<file path="config.mk">
export PLATFORM = sky130hd
export DESIGN_NAME = rc5_ir_frame_transmitter
export DESIGN_NICKNAME = d
export VERILOG_FILES = /design/src/hw/rtl/rc5_tx_pkg.sv /design/src/hw/rtl/rc5_ir_frame_transmitter.sv
export SDC_FILE = /design/constraint.sdc
export NUM_CORES = 1
export LEC_CHECK = 0
export BUFFER_PORTS_ARGS = -buffer_cell sky130_fd_sc_hd__buf_4
export CAP_MARGIN = 15
export CORE_ASPECT_RATIO = 1.1
export CORE_MARGIN = 2
export CORE_UTILIZATION = 55
export CTS_BUF_LIST = sky130_fd_sc_hd__clkbuf_2 sky130_fd_sc_hd__clkbuf_4 sky130_fd_sc_hd__clkbuf_8
export CTS_CLUSTER_DIAMETER = 100
export DETAILED_ROUTE_END_ITERATION = 8
export PLACE_DENSITY = 0.82
export SYNTH_ARGS = -nofsm -noshare
export SYNTH_HDL_FRONTEND = slang
export SYNTH_SLANG_ARGS = --single-unit
</file>
<file path="constraint.sdc">
create_clock -name clk -period 6.5 [get_ports clk]
set_input_delay 0.65 -clock clk [delete_from_list [all_inputs] [get_ports clk]]
set_output_delay 0.65 -clock clk [all_outputs]
set_load 0.03 [all_outputs]
</file>
<file path="src/hw/rtl/rc5_tx_pkg.sv">
// ----------------------------------------------------------------------------
// rc5_tx_pkg
// Shared types and constants of the RC-5 style infrared frame transmitter:
// frame layout defaults, port and field widths, register indexes, register reset values, modes.
// ----------------------------------------------------------------------------
package rc5_tx_pkg;

  // Frame layout defaults
  localparam int DEF_ADDRESS_BITS = 5;
  localparam int DEF_COMMAND_BITS = 6;

  // Configuration port widths
  localparam int CFG_INDEX_W = 3;
  localparam int CFG_DATA_W  = 18;

  // Register field widths
  localparam int PULSE_W = 8;
  localparam int SPACE_W = 12;
  localparam int TICK_W  = 18;
  localparam int ADDR_W  = 5;
  localparam int CODE_W  = 4;

  // Register indexes on the configuration port
  typedef enum logic [CFG_INDEX_W-1:0] {
    REG_CARRIER_HIGH = 3'd0,
    REG_CARRIER_LOW  = 3'd1,
    REG_PULSES_HALF  = 3'd2,
    REG_SPACE        = 3'd3,
    REG_FRAME_GAP    = 3'd4,
    REG_DEVICE_ADDR  = 3'd5
  } reg_index_t;

  // Register reset values
  localparam logic [PULSE_W-1:0] RST_CARRIER_HIGH = 8'd8;
  localparam logic [PULSE_W-1:0] RST_CARRIER_LOW  = 8'd19;
  localparam logic [PULSE_W-1:0] RST_PULSES_HALF  = 8'd31;
  localparam logic [SPACE_W-1:0] RST_SPACE        = 12'd810;
  localparam logic [TICK_W-1:0]  RST_FRAME_GAP    = 18'd114000;
  localparam logic [ADDR_W-1:0]  RST_DEVICE_ADDR  = 5'd9;

  // Transmitter modes
  typedef enum logic [1:0] {
    MODE_IDLE = 2'd0,
    MODE_SEND = 2'd1,
    MODE_GAP  = 2'd2
  } mode_t;

endpackage

</file>
<file path="src/hw/rtl/rc5_ir_frame_transmitter.sv">
// The result of an accepted item is in the output register in the next cycle.
// Throughput: one item per cycle while in_stall is low; the whole update of the frame
// sequencer (counters, bit pointer, carrier phase) sits between the state registers.
// An item is taken while a result waits, as long as the output register frees.
// Reset (rst, synchronous) returns to idle with toggle and previous code
// cleared and all timing registers at their default values.
// ----------------------------------------------------------------------------
// rc5_ir_frame_transmitter
// Builds RC-5 style frames from button samples and times the Manchester
// halves and carrier pulses from one-microsecond tick items.
// ----------------------------------------------------------------------------
module rc5_ir_frame_transmitter #(
  parameter int ADDRESS_BITS = rc5_tx_pkg::DEF_ADDRESS_BITS,
  parameter int COMMAND_BITS = rc5_tx_pkg::DEF_COMMAND_BITS
) (
  input  logic                               clk,
  input  logic                               rst,
  // configuration write port
  input  logic                               cfg_write,
  input  logic [rc5_tx_pkg::CFG_INDEX_W-1:0] cfg_index,
  input  logic [rc5_tx_pkg::CFG_DATA_W-1:0]  cfg_data,
  // input channel
  input  logic                               in_valid,
  output logic                               in_stall,
  input  logic                               func,
  input  logic [rc5_tx_pkg::CODE_W-1:0]      buttons,
  // result channel
  output logic                               out_valid,
  input  logic                               out_stall,
  output logic                               tx_level,
  output logic                               busy_res,
  output logic                               started
);
  import rc5_tx_pkg::*;

  localparam int FRAME_BITS = 3 + ADDRESS_BITS + COMMAND_BITS;
  localparam int IDX_W      = $clog2(FRAME_BITS);
  localparam logic [IDX_W-1:0] LAST_IDX = IDX_W'(FRAME_BITS - 1);

  // Configuration registers
  logic [PULSE_W-1:0] carrier_high_ticks;
  logic [PULSE_W-1:0] carrier_low_ticks;
  logic [PULSE_W-1:0] pulses_per_half;
  logic [SPACE_W-1:0] space_ticks;
  logic [TICK_W-1:0]  frame_gap_ticks;
  logic [ADDR_W-1:0]  device_address;

  // Sequencer state
  mode_t                 mode, mode_next;
  logic                  toggle_bit, toggle_bit_next;
  logic [CODE_W-1:0]     previous_code, previous_code_next;
  logic [FRAME_BITS-1:0] frame_bits, frame_bits_next;
  logic [IDX_W-1:0]      bit_index, bit_index_next;
  logic                  half_phase, half_phase_next;
  logic [PULSE_W-1:0]    pulse_count, pulse_count_next;
  logic [TICK_W-1:0]     tick_count, tick_count_next;
  logic                  carrier_phase, carrier_phase_next;

  logic                  accept;
  logic                  burst;
  logic                  burst_next;
  logic [TICK_W-1:0]     tick_inc;
  logic [PULSE_W-1:0]    pulse_inc;
  logic [TICK_W-1:0]     seg_len;
  logic [PULSE_W-1:0]    pulse_len;
  logic [IDX_W-1:0]      bit_index_dec;
  logic                  level_next;
  logic                  started_next;

  // Transfer handshake: stall only while a result is held
  assign in_stall = out_valid && out_stall;
  assign accept   = in_valid && !in_stall;

  // Write configuration registers
  always_ff @(posedge clk) begin
    if (rst) begin
      carrier_high_ticks <= RST_CARRIER_HIGH;
      carrier_low_ticks  <= RST_CARRIER_LOW;
      pulses_per_half    <= RST_PULSES_HALF;
      space_ticks        <= RST_SPACE;
      frame_gap_ticks    <= RST_FRAME_GAP;
      device_address     <= RST_DEVICE_ADDR;
    end else if (cfg_write) begin
      case (cfg_index)
        REG_CARRIER_HIGH: carrier_high_ticks <= cfg_data[PULSE_W-1:0];
        REG_CARRIER_LOW:  carrier_low_ticks  <= cfg_data[PULSE_W-1:0];
        REG_PULSES_HALF:  pulses_per_half    <= cfg_data[PULSE_W-1:0];
        REG_SPACE:        space_ticks        <= cfg_data[SPACE_W-1:0];
        REG_FRAME_GAP:    frame_gap_ticks    <= cfg_data[TICK_W-1:0];
        REG_DEVICE_ADDR:  device_address     <= cfg_data[ADDR_W-1:0];
        default: ;
      endcase
    end
  end

  // Current half: burst when bit is 0 in first half or 1 in second half
  assign burst         = half_phase ? frame_bits[bit_index] : !frame_bits[bit_index];
  assign tick_inc      = tick_count + TICK_W'(1);
  assign pulse_inc     = pulse_count + PULSE_W'(1);
  assign bit_index_dec = bit_index - IDX_W'(1);
  assign pulse_len     = (pulses_per_half == '0) ? PULSE_W'(1) : pulses_per_half;

  // Length of the running segment, zero lengths count as one tick
  always_comb begin
    if (!burst) begin
      seg_len = (space_ticks == '0) ? TICK_W'(1) : TICK_W'(space_ticks);
    end else if (carrier_phase) begin
      seg_len = (carrier_high_ticks == '0) ? TICK_W'(1) : TICK_W'(carrier_high_ticks);
    end else begin
      seg_len = (carrier_low_ticks == '0) ? TICK_W'(1) : TICK_W'(carrier_low_ticks);
    end
  end

  // Next state for one accepted item
  always_comb begin
    logic half_end;
    half_end = 1'b0;

    mode_next          = mode;
    toggle_bit_next    = toggle_bit;
    previous_code_next = previous_code;
    frame_bits_next    = frame_bits;
    bit_index_next     = bit_index;
    half_phase_next    = half_phase;
    pulse_count_next   = pulse_count;
    tick_count_next    = tick_count;
    carrier_phase_next = carrier_phase;
    started_next       = 1'b0;

    if (func) begin
      // Start a frame on a nonzero sample while idle
      if (mode != MODE_SEND && mode != MODE_GAP && buttons != '0) begin
        toggle_bit_next    = (buttons == previous_code) ? !toggle_bit : 1'b0;
        previous_code_next = buttons;
        frame_bits_next    = {2'b11, toggle_bit_next,
                              ADDRESS_BITS'(device_address), COMMAND_BITS'(buttons)};
        bit_index_next     = LAST_IDX;
        half_phase_next    = 1'b0;
        mode_next          = MODE_SEND;
        tick_count_next    = '0;
        pulse_count_next   = '0;
        carrier_phase_next = 1'b0;
        started_next       = 1'b1;
      end
    end else begin
      case (mode)
        MODE_SEND: begin
          tick_count_next = tick_inc;
          if (tick_inc >= seg_len) begin
            tick_count_next = '0;
            if (!burst) begin
              half_end = 1'b1;
            end else if (carrier_phase) begin
              carrier_phase_next = 1'b0;
            end else begin
              pulse_count_next = pulse_inc;
              if (pulse_inc >= pulse_len) begin
                half_end = 1'b1;
              end else begin
                carrier_phase_next = 1'b1;
              end
            end
          end
          // Advance to the next half, the next bit or the frame gap
          if (half_end) begin
            if (!half_phase) begin
              half_phase_next    = 1'b1;
              tick_count_next    = '0;
              pulse_count_next   = '0;
              carrier_phase_next = frame_bits[bit_index];
            end else if (bit_index == '0) begin
              tick_count_next    = '0;
              carrier_phase_next = 1'b0;
              half_phase_next    = 1'b0;
              mode_next          = (frame_gap_ticks == '0) ? MODE_IDLE : MODE_GAP;
            end else begin
              bit_index_next     = bit_index_dec;
              half_phase_next    = 1'b0;
              tick_count_next    = '0;
              pulse_count_next   = '0;
              carrier_phase_next = !frame_bits[bit_index_dec];
            end
          end
        end
        MODE_GAP: begin
          tick_count_next = tick_inc;
          if (tick_inc >= frame_gap_ticks) begin
            tick_count_next = '0;
            mode_next       = MODE_IDLE;
          end
        end
        default: ;
      endcase
    end
  end

  // Emitter level after the update
  assign burst_next = half_phase_next ? frame_bits_next[bit_index_next]
                                      : !frame_bits_next[bit_index_next];
  assign level_next = (mode_next == MODE_SEND) && burst_next && carrier_phase_next;

  // State registers
  always_ff @(posedge clk) begin
    if (rst) begin
      mode          <= MODE_IDLE;
      toggle_bit    <= 1'b0;
      previous_code <= '0;
      frame_bits    <= '0;
      bit_index     <= '0;
      half_phase    <= 1'b0;
      pulse_count   <= '0;
      tick_count    <= '0;
      carrier_phase <= 1'b0;
    end else if (accept) begin
      mode          <= mode_next;
      toggle_bit    <= toggle_bit_next;
      previous_code <= previous_code_next;
      frame_bits    <= frame_bits_next;
      bit_index     <= bit_index_next;
      half_phase    <= half_phase_next;
      pulse_count   <= pulse_count_next;
      tick_count    <= tick_count_next;
      carrier_phase <= carrier_phase_next;
    end
  end

  // Output register: load on accept, drop valid once the result transfers
  always_ff @(posedge clk) begin
    if (rst) begin
      out_valid <= 1'b0;
    end else if (accept) begin
      out_valid <= 1'b1;
    end else if (!out_stall) begin
      out_valid <= 1'b0;
    end
  end

  always_ff @(posedge clk) begin
    if (accept) begin
      tx_level <= level_next;
      busy_res <= (mode_next == MODE_SEND) || (mode_next == MODE_GAP);
      started  <= started_next;
    end
  end

endmodule
</file>
Yosys cells after proc, flatten, opt, wreduce, memory -nomap -nowiden. Index checks and enable logic that the tools add are counted.

Flip-flop bits (word level): 116. Latch bits: 0. RAM bits: 0. Memory bits (read-only): 0. Bits of input ports: 31. Word-level logic and storage cells: 143. Memories: 0.

Add/subtract/negate cells: 3. Multiply operators: 0. Div/mod/pow operators: 0. $lt $le $gt $ge: 6. Equal/unequal tests: 14. Shift operators: 0. Mux-type cells: 70. Bitwise operators: 0. Reduce and logical (&&, ||, !) cells: 31.

Operator list (number): $mux 8 (13); $mux 18 (5); $ge 18x18->1 (2); $pmux 18 s2 (1); $mux 1 (30); $mux 14 (2); $logic_not 8->1 (3); $mux 12 (2); $mux 4 (6); $add 18x1->18 const B (1); $logic_not 18->1 (1); $lt 4x5->1 const B (3); $mux 2 (7); $bmux 1 s4 (3); $logic_not 12->1 (1); $reduce_and 2->1 (6); $reduce_and 3->1 (3); $add 8x1->8 const B (1); $ge 8x8->1 (1); $eq 3x2->1 const B (2); $eq 3x3->1 const B (2); $logic_and 1x1->1 (6); $ne 2x1->1 const B (3); $logic_not 1->1 (5); 13 further kinds (15).

Depth between registers and ports, before layout. Gate-level depths: netlist (run 1).

Depth after elaboration: 18. Mapped depth: 23. Gate-level depth less buffers: 21.

Least setup slack after synthesis (run 1). No wires, ideal clock.

Path kind: flip-flop to flip-flop. Start: register bit_index[0]. End: register tx_level, data pin. Arrival time: 4.681 ns. Slack: 1.559 ns. Stages on the path, launching flop included: 22. Buffers on the path: 3. Period minus slack after synthesis: 4.941 ns. Path through: dfxtp_1 buf_6 mux4_2 mux2i_1 a21oi_2 xnor2_2 clkbuf_1 nor2_1 a21oi_1 ha_1 a21o_1 a21o_1 a2111oi_0 and4b_4 o41a_4 buf_6 a311o_1 o21ai_2 nor4bb_1 o31ai_2 o211ai_2 mux2i_1.

Longest elaborated chain between the ends: 18. Elaborated cells on any way between the ends: 43. Classes of those cells: add/sub (1); order compare (1); eq/ne (1); mux (34); reduce/logical (6).

RTL lines: start: declaration (line rc5_ir_frame_transmitter.sv:53) `logic [IDX_W-1:0] bit_index, bit_index_next;`; start signal: assignment (line rc5_ir_frame_transmitter.sv:219) `bit_index <= bit_index_next;`; $bmux 1 s4 (line rc5_ir_frame_transmitter.sv:97, rc5_ir_frame_transmitter.sv:170); $mux 1 (not written as such) (line rc5_ir_frame_transmitter.sv:97, rc5_ir_frame_transmitter.sv:170); $logic_not 1->1 (line rc5_ir_frame_transmitter.sv:97) `assign burst = half_phase ? frame_bits[bit_index] : !frame_bits[bit_index];`; $mux 1 (line rc5_ir_frame_transmitter.sv:97); $mux 12 (line rc5_ir_frame_transmitter.sv:105) `if (!burst) begin`; $ge 18x18->1 (line rc5_ir_frame_transmitter.sv:149) `if (tick_inc >= seg_len) begin`; $mux 1 (line rc5_ir_frame_transmitter.sv:149); $mux 1 (line rc5_ir_frame_transmitter.sv:146) `case (mode)`; (+3 left out); $mux 4 (line rc5_ir_frame_transmitter.sv:130) `if (func) begin`; $bmux 1 s4 (line rc5_ir_frame_transmitter.sv:198, rc5_ir_frame_transmitter.sv:199); $mux 1 (not written as such) (line rc5_ir_frame_transmitter.sv:198, rc5_ir_frame_transmitter.sv:199); $logic_not 1->1 (line rc5_ir_frame_transmitter.sv:199) `: !frame_bits_next[bit_index_next];`; $mux 1 (line rc5_ir_frame_transmitter.sv:198) `assign burst_next = half_phase_next ? frame_bits_next[bit_index_next]`; $logic_and 1x1->1 (line rc5_ir_frame_transmitter.sv:200) `assign level_next = (mode_next == MODE_SEND) && burst_next && carrier_phase_next;`; $logic_and 1x1->1 (*) (line rc5_ir_frame_transmitter.sv:200); via level_next (line rc5_ir_frame_transmitter.sv:67) `logic level_next;`; end signal: assignment (line rc5_ir_frame_transmitter.sv:240) `tx_level <= level_next;`; end: declaration (line rc5_ir_frame_transmitter.sv:30) `output logic tx_level,`.

Mark *: on every way through the listed nets, which the timed path passes. The rest lies on a longest branch. The select of a mux whose other input is x is not followed. A chain may end at the register's enable or synchronous reset.

Worst setup path in the final report (run 1). Ends and elaborated chain as after synthesis.

==> metrics.md, run 1 <==
| Metric | Value |
|---|---|
| Fin crit period | 5.84 ns |
| Run status | complete, no violations |
| Port buffer count | 35 |
| Hold_buf cts | 0 |
| CORE AREA | 12500 sq um |
| Most common flop cell mapped by yosys | dfxtp_1 |
| #FFs+latches synth | 116 |
| Worst Skew | 0.0136 ns |
| Pre-antenna DRT Iters | 5 |
| Gate Count Post-Synth | 859 |
| Commonest cells post-synth | nand2_1, dfxtp_1, a21oi_1 |
| Average size of a mapped cell | 8.11 sq um |
| Register area share after synthesis | 33.8% |
| First DRT Iteration DRCs | 451 |
| Initial antenna violation count | 0 |
| Clock latency on the worst-skew pair | 0.46 ns |
| Relative slew slack | 30.1% |
| Hold Path Depth | 2 |
| Chip height | 122 um |
| WHS | 0.404 ns |
| Synth cell types | 75 |
| CTS buffer count | 17 |
| Via count | 6208 |
| Total track usage | 25.7% |
| Final antenna-violating net count | 0 |
| Vias in the first global route | 5885 |
| Critical path arrival | 6.14 ns |
| CTS Root Cell | clkbuf_8 |
| Cell Count, Final, Fillers Out | 1048 |
| Antenna Cells | 0 |
| Drt total wl | 16800 um |
| Asr flop ratio synth | 0% |
| Launching element type of the critical path | register |
| Largest area contributor in the netlist | dfxtp_1 |
| Hpwl dp | 12100 um |
| Final Hold Viols | 0 |
| Power per cell area | 222 nW/um^2 |
| Post-layout total power | 1.72 mW |
| Number of synthesized flops with an enable pin | 3 |
| Clock Path Buffers | 2 |
| Period utilization | 89.9% |
| Area growth from synthesis to layout | 10.8% |
| Worst-margin pin slew | 1.05 ns |
| Post-CTS setup buffer count | 0 |
| Fin. max-slew vios | 0 |
| Final setup vio count | 0 |
| WL per Instance | 16.0 um |
| Total grt overflow | 0 |
| YS warnings | 0 |
| FF-to-FF path depth | 19 |
| Pre-CTS WS | 0.683 ns |
| Top-count cell post-synth | nand2_1 |
| IO Pins | 36 |
| Placement Rows | 43 |
| Vias/cell | 5.92 |
| Die Area | 13600 sq um |
| Fin worst setup slack | 0.658 ns |
| Crit. End Element | register |
| Dominant cells by area after synthesis | dfxtp_1, nand2_1, ha_1 |
| H-tree depth | 4 |
| Crit path max fanout | 22 |
| Total Nets Final | 953 |
| Top cell type's share of synthesized area | 32.5% |
| Clk sinks | 116 |
| Layout cells sized above 1 | 11.6% |
| First-pass GRT wire length | 28200 um |
| Mapped Area | 6970 sq um |
| Peak Freq | 0.171 GHz |
| Max-cap viol count | 0 |
| CP Class | reg2reg |
| Leakage | 3.19 nW |
| Critical Path RT | 6.80 ns |
| Gates resized, CTS repair | 0 |
| CTS tree | yes |
| Final setup TNS | 0 ns |
| RePlAce Congestion | 0.959 |
| Worst IR drop on VDD | 133 uV |
| Type of the most critical hold path | in2reg |
| DIE WIDTH | 111 um |
| DRC | 0 |
| Dpl cells | 1016 |
| Syn Nets | 934 |
| Clk slew on worst S/H paths | 0.07 ns |
| Largest net degree at the start of global routing | 74 |
| Setup repair after global routing missed its margin | no |
| Initial core utilization | 55.8% |
worst paths after layout:
kind / from / to / slack (ns)
setup / recovery: bit_index[0] / tx_level / 0.66
hold / removal: in_valid / out_valid / 0.40
setup reg to reg: bit_index[0] / tx_level / 0.66
hold reg to reg: toggle_bit / toggle_bit / 0.45
final cells by class:
| class | count | area (sq um) |
|---|---|---|
| clock buffer | 20 | 256 |
| clock inverter | 12 | 181 |
| fill | 1089 | 4770 |
| inverter | 49 | 184 |
| multi-input combinational | 656 | 4260 |
| sequential | 116 | 2350 |
| tap | 157 | 196 |
| timing repair buffer | 38 | 285 |
critical path: stages (launching register included):
cell and delay [ns]:
dfxtp_1 0.42, buf_4 0.26, mux4_2 0.51, mux2i_1 0.24, a21oi_2 0.14, xnor2_2 0.68
nor2_1 0.11, a21oi_1 0.15, ha_1 0.26, a21o_1 0.19, a21o_1 0.17, a2111oi_0 0.36
and4b_4 0.27, o41a_4 0.56, nand4_4 0.21, mux2i_4 0.36, mux2i_1 0.13, a2111o_1 0.36
o211ai_2 0.08, mux2i_1 0.20
sequential cells by signal, indices dropped and copies added (netlist names), 5 cells and up:
name	flops
frame_bits	14
space_ticks	12
carrier_high_ticks	8
pulse_count	8
pulses_per_half	8
carrier_low_ticks	8
tick_count	18
frame_gap_ticks	18
device_address	5
metal layers:
metal	share of wire [%]	up-vias	track usage (%)
met5	0	-	0
met4	2.9	0	10.7
met3	5.4	44	5.27
met2	49	185	44.8
met1	42	2915	31.2
li1	-	3064	-
where the power goes:
| part | switching (mW) | total [mW] | internal (mW) | leakage, nW |
|---|---|---|---|---|
| clock network | 0.312 | 0.743 | 0.431 | 0.221 |
| logic | 0.136 | 0.221 | 0.0848 | 2.03 |
| registers | 0.0185 | 0.751 | 0.733 | 0.947 |
| total | 0.467 | 1.72 | 1.25 | 3.19 |
placed cells by master (no fill, tap or decap), types with 5 or more instances in the layout:
cell type	instances
o211ai_1	13
a211oi_1	8
ha_1	44
nand2_1	164
a21o_1	13
nand3_1	29
mux4_2	8
clkinv_4	5
and3_1	11
clkbuf_8	17
xor2_1	16
inv_1	45
xnor2_1	22
a21oi_1	81
or3_1	7
nand2b_1	13
buf_4	38
nor2b_1	6
nor3_1	13
mux2i_1	25
a311oi_1	5
dfxtp_1	113
a22oi_1	5
nor4_1	13
a31oi_1	8
o21ai_0	19
and2_1	5
nand4_1	9
nor2_1	66
cell families after synthesis:
group / synth area share, %
flip-flops: 33.8
AO/OA/AOI/OAI: 17.2
multiplexers: 6.66
XOR/XNOR: 5.01
AND/OR/NAND/NOR: 24.3
adder cells (fa/ha/maj): 7.90
buffers and inverters: 5.08
stage by stage:
step                      cell area [sq um]  utilization, %
after floorplan                        6970               -
after global placement                 7280            58.3
after detailed placement               7280            58.3
after CTS                              7710            61.8
after global routing                   7710            61.8
final                                  7710            61.8
No activity file was read; power rests on OpenSTA's default activity.
==> run 2: changes to the inputs <==
--- a/config.mk
+++ b/config.mk
@@ -5,7 +5,6 @@
 export SDC_FILE = /design/constraint.sdc
 export NUM_CORES = 1
 export LEC_CHECK = 0
-export BUFFER_PORTS_ARGS = -buffer_cell sky130_fd_sc_hd__buf_4
 export CAP_MARGIN = 15
 export CORE_ASPECT_RATIO = 1.1
 export CORE_MARGIN = 2
@@ -13,7 +12,8 @@
 export CTS_BUF_LIST = sky130_fd_sc_hd__clkbuf_2 sky130_fd_sc_hd__clkbuf_4 sky130_fd_sc_hd__clkbuf_8
 export CTS_CLUSTER_DIAMETER = 100
 export DETAILED_ROUTE_END_ITERATION = 8
-export PLACE_DENSITY = 0.82
+export DONT_BUFFER_PORTS = 1
+export PLACE_DENSITY = 0.74
 export SYNTH_ARGS = -nofsm -noshare
 export SYNTH_HDL_FRONTEND = slang
 export SYNTH_SLANG_ARGS = --single-unit
==> metrics.md, run 2 (synthesis gave the netlist of run 1 again) <==
| Metric | Value |
|---|---|
| Run status | complete, no violations (unchanged) |
| Fin crit period | 5.76 ns (was 5.84 ns) |
| Hold_sp | rst (was in_valid) |
| WHS | 0.283 ns (was 0.404 ns) |
| Initial core utilization | 55.8% (unchanged) |
| Worst Skew | 0.00927 ns (was 0.0136 ns) |
| Initial antenna violation count | 0 (unchanged) |
| Critical Path RT | 6.80 ns (about the same) |
| Met2 routed WL | 8820 um (was 8250 um) |
| Slowest stage delay, CP | 0.67 ns (was 0.68 ns) |
| Peak Freq | 0.174 GHz (was 0.171 GHz) |
| WL met3 | 854 um (was 905 um) |
| Buf/Inv on CP | 1 (unchanged) |
| Worst IR drop on VDD | 160 uV (was 133 uV) |
| Clock latency on the worst-skew pair | 0.45 ns (was 0.46 ns) |
| Relative slew slack | 32.8% (was 30.1%) |
| Dpl cells | 981 (was 1016) |
| Hpwl dp | 13200 um (was 12100 um) |
| CORE AREA | 12500 sq um (unchanged) |
| CTS buffer count | 17 (unchanged) |
| Worst-margin pin slew | 1.01 ns (was 1.05 ns) |
| CP top delay family | compound AO/OA/AOI/OAI gates (unchanged) |
| Number of fill cells in the layout | 1132 (was 1089) |
| Cell breakdown of the critical path | buf_4, mux4_2, mux2i_1, a21oi_2, xnor2_2, nor2_1, a21oi_1, ha_1, a21o_1, a21o_1, a2111oi_0, and4b_4, o41a_4, nand4_4, mux2i_4, mux2i_1, a2111o_1, o211ai_2, mux2i_1 (unchanged) |
| Final setup vio count | 0 (unchanged) |
| Largest regs | frame_gap_ticks: 18 flops, tick_count: 18 flops, frame_bits: 14 flops (unchanged) |
| Crit. End Element | register (unchanged) |
| Wire length on met1 | 7830 um (was 7120 um) |
| CP Class | reg2reg (unchanged) |
| Final setup TNS | 0 ns (unchanged) |
| Layout cells sized above 1 | 7.62% (was 11.6%) |
| Launching element type of the critical path | register (unchanged) |
| DIE WIDTH | 111 um (unchanged) |
| Final Hold Viols | 0 (unchanged) |
| Chip height | 122 um (unchanged) |
| Final antenna-violating net count | 0 (unchanged) |
| Crit path max fanout | 22 (unchanged) |
| Crit Reg-Reg Endpoint | tx_level (unchanged) |
| Uppermost layer routed | met4 (unchanged) |
| Clock Path Buffers | 2 (unchanged) |
| First-pass GRT wire length | 30000 um (was 28200 um) |
| Clk sinks | 116 (unchanged) |
| WL per Instance | 17.9 um (was 16.0 um) |
| Slowest cell on the critical path | xnor2_2 (unchanged) |
| Clk slew on worst S/H paths | 0.07 ns (about the same) |
| Leakage | 3.02 nW (was 3.19 nW) |
| First DRT Iteration DRCs | 419 (was 451) |
| Crit path top cell by count | mux2i_1 (unchanged) |
| Period utilization | 88.7% (was 89.9%) |
| Gates resized, CTS repair | 0 (unchanged) |
| Worst R2R Start | bit_index[0] (unchanged) |
| DRC | 0 (unchanged) |
| Port buffer count | 0 (was 35) |
| Die Area | 13600 sq um (unchanged) |
| RePlAce Congestion | 0.908 (was 0.959) |
| Largest net degree at the start of global routing | 74 (unchanged) |
| Placement Rows | 43 (unchanged) |
| Max-cap viol count | 0 (unchanged) |
| Cell Count, Final, Fillers Out | 1010 (was 1048) |
| Most frequent cells in the layout | nand2_1, dfxtp_1, a21oi_1, nor2_1, inv_1 (unchanged) |
| Antenna Cells | 0 (unchanged) |
| Most common cell after layout, fill and taps aside | nand2_1 (unchanged) |
| CTS tree | yes (unchanged) |
| Total Nets Final | 918 (was 953) |
| Post-CTS setup buffer count | 0 (unchanged) |
| WHS Endpoint | pulse_count[7] (was out_valid) |
| Hold_buf cts | 0 (unchanged) |
| Pre-antenna DRT Iters | 4 (was 5) |
| H-tree depth | 4 (unchanged) |
| Critical path arrival | 6.06 ns (was 6.14 ns) |
| Setup repair after global routing missed its margin | no (unchanged) |
| FF-to-FF path depth | 19 (unchanged) |
| Fin. max-slew vios | 0 (unchanged) |
| IO Pins | 36 (unchanged) |
| Drt total wl | 18100 um (was 16800 um) |
| Via count | 6144 (was 6208) |
| Hold Path Depth | 1 (was 2) |
| CTS Root Cell | clkbuf_8 (unchanged) |
| Flop2flop setup slack | 0.74 ns (was 0.66 ns) |
| Vias in the first global route | 6094 (was 5885) |
| Type of the most critical hold path | in2reg (unchanged) |
| Vias/cell | 6.08 (was 5.92) |
| Total track usage | 27.6% (was 25.7%) |
| Total grt overflow | 0 (unchanged) |
| Area growth from synthesis to layout | 6.72% (was 10.8%) |
| Post-layout total power | 1.67 mW (was 1.72 mW) |
| Power per cell area | 225 nW/um^2 (was 222 nW/um^2) |
## run 2: changes by cell type in the layout (fill, tap and decap cells not counted), sizes merged
cell / delta
clkinvlp: -1
clkbuf: -1
clkinv: -1
buf: -35
## run 2: metal layers
| metal | GRT usage [%] | up-vias |
|---|---|---|
| li1 | - | 2997 |
| met1 | 33.0 | 2909 |
| met2 | 47.9 | 192 |
| met3 | 5.97 | 46 |
| met4 | 12.3 | 0 |
| met5 | 0 | - |
## run 2: area by class of cell
type                    instances  area [sq um]  share of cell area (%)
multi-input cells             656          4260                    57.3
inverters                      49           184                    2.47
flip-flops and latches        116          2350                    31.6
clock inverters                10           158                    2.12
well taps                     157           196                    2.64
repair buffers                  3          22.5                   0.303
clock buffers                  19           262                    3.52
## run 2: how the worst max path moves through the flow
| stage | startpoint | cells after the start | slack, ns | endpoint |
|---|---|---|---|---|
| after floorplan | bit_index[0] | 21 | 1.56 | tx_level |
| after global placement | bit_index[0] | 19 | 0.89 | tx_level |
| after detailed placement | bit_index[0] | 18 | 0.76 | pulse_count[3] |
| after CTS | bit_index[0] | 19 | 0.76 | tx_level |
| after global routing | bit_index[0] | 18 | 0.31 | pulse_count[3] |
| final | bit_index[0] | 19 | 0.74 | tx_level |
## run 2: power breakdown
part	internal (mW)	leakage [nW]	switching [mW]	total [mW]
sequential	0.733	0.947	0.0223	0.755
clock	0.430	0.217	0.298	0.728
combinational	0.0711	1.86	0.116	0.187
## run 2: metrics by stage
step	instance area, sq um	util (%)	worst slack, ns
3_3_place_gp	7010	56.2	0.886
6_report	7430	59.6	0.737
4_1_cts	7430	59.6	0.764
3_5_place_dp	7010	56.2	0.763
5_1_grt	7430	59.6	0.308
2_1_floorplan	6970	-	1.56
==> run 3: changes to the inputs <==
==> constraint.sdc (replaced) <==
create_clock -name clk -period 7.3 [get_ports clk]
set_input_delay 0.73 -clock clk [delete_from_list [all_inputs] [get_ports clk]]
set_output_delay 0.73 -clock clk [all_outputs]
set_load 0.03 [all_outputs]
==> metrics.md, run 3 (synthesis gave the netlist of run 1 again) <==
| Metric | Value |
|---|---|
| Peak Freq | 0.166 GHz (was 0.174 GHz) |
| Critical Path RT | 7.61 ns (was 6.80 ns) |
| Fin crit period | 6.02 ns (was 5.76 ns) |
| Number of fill cells in the layout | 1145 (was 1132) |
| WHS Endpoint | pulse_count[1] (was pulse_count[7]) |
| FF-to-FF path depth | 18 (was 19) |
| Final setup TNS | 0 ns (unchanged) |
| Slowest stage delay, CP | 0.68 ns (was 0.67 ns) |
| Antenna Cells | 0 (unchanged) |
| Hold Path Depth | 1 (unchanged) |
| Total track usage | 26.8% (was 27.6%) |
| Port buffer count | 0 (unchanged) |
| Final Hold Viols | 0 (unchanged) |
| Switch Pwr | 0.425 mW (was 0.436 mW) |
| Cell breakdown of the critical path | mux4_2, a221oi_1, a21oi_2, xnor2_2, nor2_1, a21oi_1, ha_1, a21o_1, a21o_1, a2111oi_0, and4b_4, o41a_4, nand4_4, mux2i_4, mux2i_1, a2111o_1, o211ai_2, mux2i_1 (was buf_4, mux4_2, mux2i_1, a21oi_2, xnor2_2, nor2_1, a21oi_1, ha_1, a21o_1, a21o_1, a2111oi_0, and4b_4, o41a_4, nand4_4, mux2i_4, mux2i_1, a2111o_1, o211ai_2, mux2i_1) |
| Clock Path Buffers | 2 (unchanged) |
| CTS Root Cell | clkbuf_8 (unchanged) |
| Hold_buf cts | 0 (unchanged) |
| Total Nets Final | 918 (unchanged) |
| Power per cell area | 188 nW/um^2 (was 225 nW/um^2) |
| Via count | 6173 (was 6144) |
| Largest regs | frame_gap_ticks: 18 flops, tick_count: 18 flops, frame_bits: 14 flops (unchanged) |
| Worst IR drop on VDD | 169 uV (was 160 uV) |
| Leakage | 2.98 nW (was 3.02 nW) |
| Met2 GRT Util | 45.8% (was 47.9%) |
| WL per Instance | 17.6 um (was 17.9 um) |
| Slowest cell on the critical path | xnor2_2 (unchanged) |
| Post-layout total power | 1.38 mW (was 1.67 mW) |
| Hold_sp | rst (unchanged) |
| Vias in the first global route | 5883 (was 6094) |
| Placed cell area | 7010 sq um (unchanged) |
| Grt met1 use | 31.1% (was 33.0%) |
| Period utilization | 82.4% (was 88.7%) |
| Final antenna-violating net count | 0 (unchanged) |
| CORE AREA | 12500 sq um (unchanged) |
| Chip height | 122 um (unchanged) |
| Hpwl dp | 13100 um (was 13200 um) |
| Most frequent cells in the layout | nand2_1, dfxtp_1, a21oi_1, nor2_1, inv_1 (unchanged) |
| Type of the most critical hold path | in2reg (unchanged) |
| Setup repair after global routing missed its margin | no (unchanged) |
| Crit. End Element | register (unchanged) |
| Initial core utilization | 55.8% (unchanged) |
| Grt peak-use layer | met2 (unchanged) |
| Gates resized, CTS repair | 0 (unchanged) |
| Met3 usage | 7.81% (was 5.97%) |
| Switch share | 30.8% (was 26.1%) |
| Flop2flop setup slack | 1.28 ns (was 0.74 ns) |
| Clock latency on the worst-skew pair | 0.46 ns (was 0.45 ns) |
| Drt total wl | 17800 um (was 18100 um) |
| Final Util | 59.0% (was 59.6%) |
| Worst R2R Start | bit_index[0] (unchanged) |
| Initial antenna violation count | 0 (unchanged) |
| Launching element type of the critical path | register (unchanged) |
| Combinational power share | 11.8% (was 11.2%) |
| H-tree depth | 4 (unchanged) |
| Clk pwr share | 39.5% (was 43.6%) |
| Sequential fraction of design power | 48.7% (was 45.2%) |
| Area growth from synthesis to layout | 5.80% (was 6.72%) |
| WHS | 0.333 ns (was 0.283 ns) |
| Pint | 0.957 mW (was 1.23 mW) |
| IO Pins | 36 (unchanged) |
| DIE WIDTH | 111 um (unchanged) |
| Crit Reg-Reg Endpoint | tx_level (unchanged) |
| Worst Skew | 0.0143 ns (was 0.00927 ns) |
| Clk sinks | 116 (unchanged) |
| First DRT Iteration DRCs | 407 (was 419) |
| Critical path arrival | 6.32 ns (was 6.06 ns) |
| Pre-antenna DRT Iters | 7 (was 4) |
| Most common cell after layout, fill and taps aside | nand2_1 (unchanged) |
| Crit path max fanout | 22 (unchanged) |
| CTS tree | yes (unchanged) |
| Total grt overflow | 0 (unchanged) |
| First-pass GRT wire length | 29000 um (was 30000 um) |
| Relative slew slack | 34.9% (was 32.8%) |
| RePlAce Congestion | 0.899 (was 0.908) |
| DRC | 0 (unchanged) |
| Max-cap viol count | 0 (unchanged) |
| Worst-margin pin slew | 0.976 ns (was 1.01 ns) |
| Fin. max-slew vios | 0 (unchanged) |
| Die Area | 13600 sq um (unchanged) |
| Largest net degree at the start of global routing | 74 (unchanged) |
| Clk slew on worst S/H paths | 0.08 ns (was 0.07 ns) |
| CTS buffer count | 17 (unchanged) |
| Design area | 7370 sq um (was 7430 sq um) |
| Run status | complete, no violations (unchanged) |
| CP Class | reg2reg (unchanged) |
| Final setup vio count | 0 (unchanged) |
| Post-CTS setup buffer count | 0 (unchanged) |
| Placement Rows | 43 (unchanged) |
| Layout cells sized above 1 | 7.94% (was 7.62%) |
| Vias/cell | 6.09 (was 6.08) |
## run 3: power by group through the flow
stage,sequential (mW),clock (mW),combinational (mW)
after floorplan,0.679,0,0.139
after global placement,0.688,0,0.155
after detailed placement,0.688,0,0.161
after CTS,0.673,0.552,0.162
after global routing,0.676,0.579,0.180
final,0.674,0.546,0.162
## run 3: area by class of cell
class | count | area (sq um) | share of cell area (%)
inverters | 49 | 184 | 2.50
well taps | 157 | 196 | 2.67
multi-input cells | 656 | 4260 | 57.8
flip-flops and latches | 116 | 2350 | 31.9
clock inverters | 15 | 121 | 1.65
clock buffers | 17 | 234 | 3.17
repair buffers | 3 | 22.5 | 0.306
## run 3: per-stage QoR
| step | worst slack [ns] | instances |
|---|---|---|
| 2_1_floorplan | 2.36 | 859 |
| 3_3_place_gp | 1.55 | 981 |
| 3_5_place_dp | 1.33 | 981 |
| 4_1_cts | 1.30 | 1013 |
| 5_1_grt | 0.978 | 1013 |
| 6_report | 1.28 | 1013 |
## run 3: metal layers
metal / routed length (um) / up-vias
li1: - / 2995
met1: 7280 / 2907
met2: 8660 / 213
met3: 1160 / 58
met4: 680 / 0
met5: 0 / -
## run 3: worst max-delay path by stage
stage / start / to
5_1_grt: bit_index[0] / tx_level
4_1_cts: bit_index[0] / tx_level
6_report: bit_index[0] / tx_level
3_3_place_gp: bit_index[0] / tx_level
3_5_place_dp: bit_index[0] / tx_level
2_1_floorplan: bit_index[0] / tx_level
## run 3: critical path, delay by kind of cell, from the launching register on
kind,cells,cell delay [ns]
xor gates and xnor gates,1,0.68
AOI/OAI and AO/OA,9,2.33
muxes,4,1.29
DFF,1,0.66
adders and majority gates,1,0.26
and+or+nand+nor,3,0.61
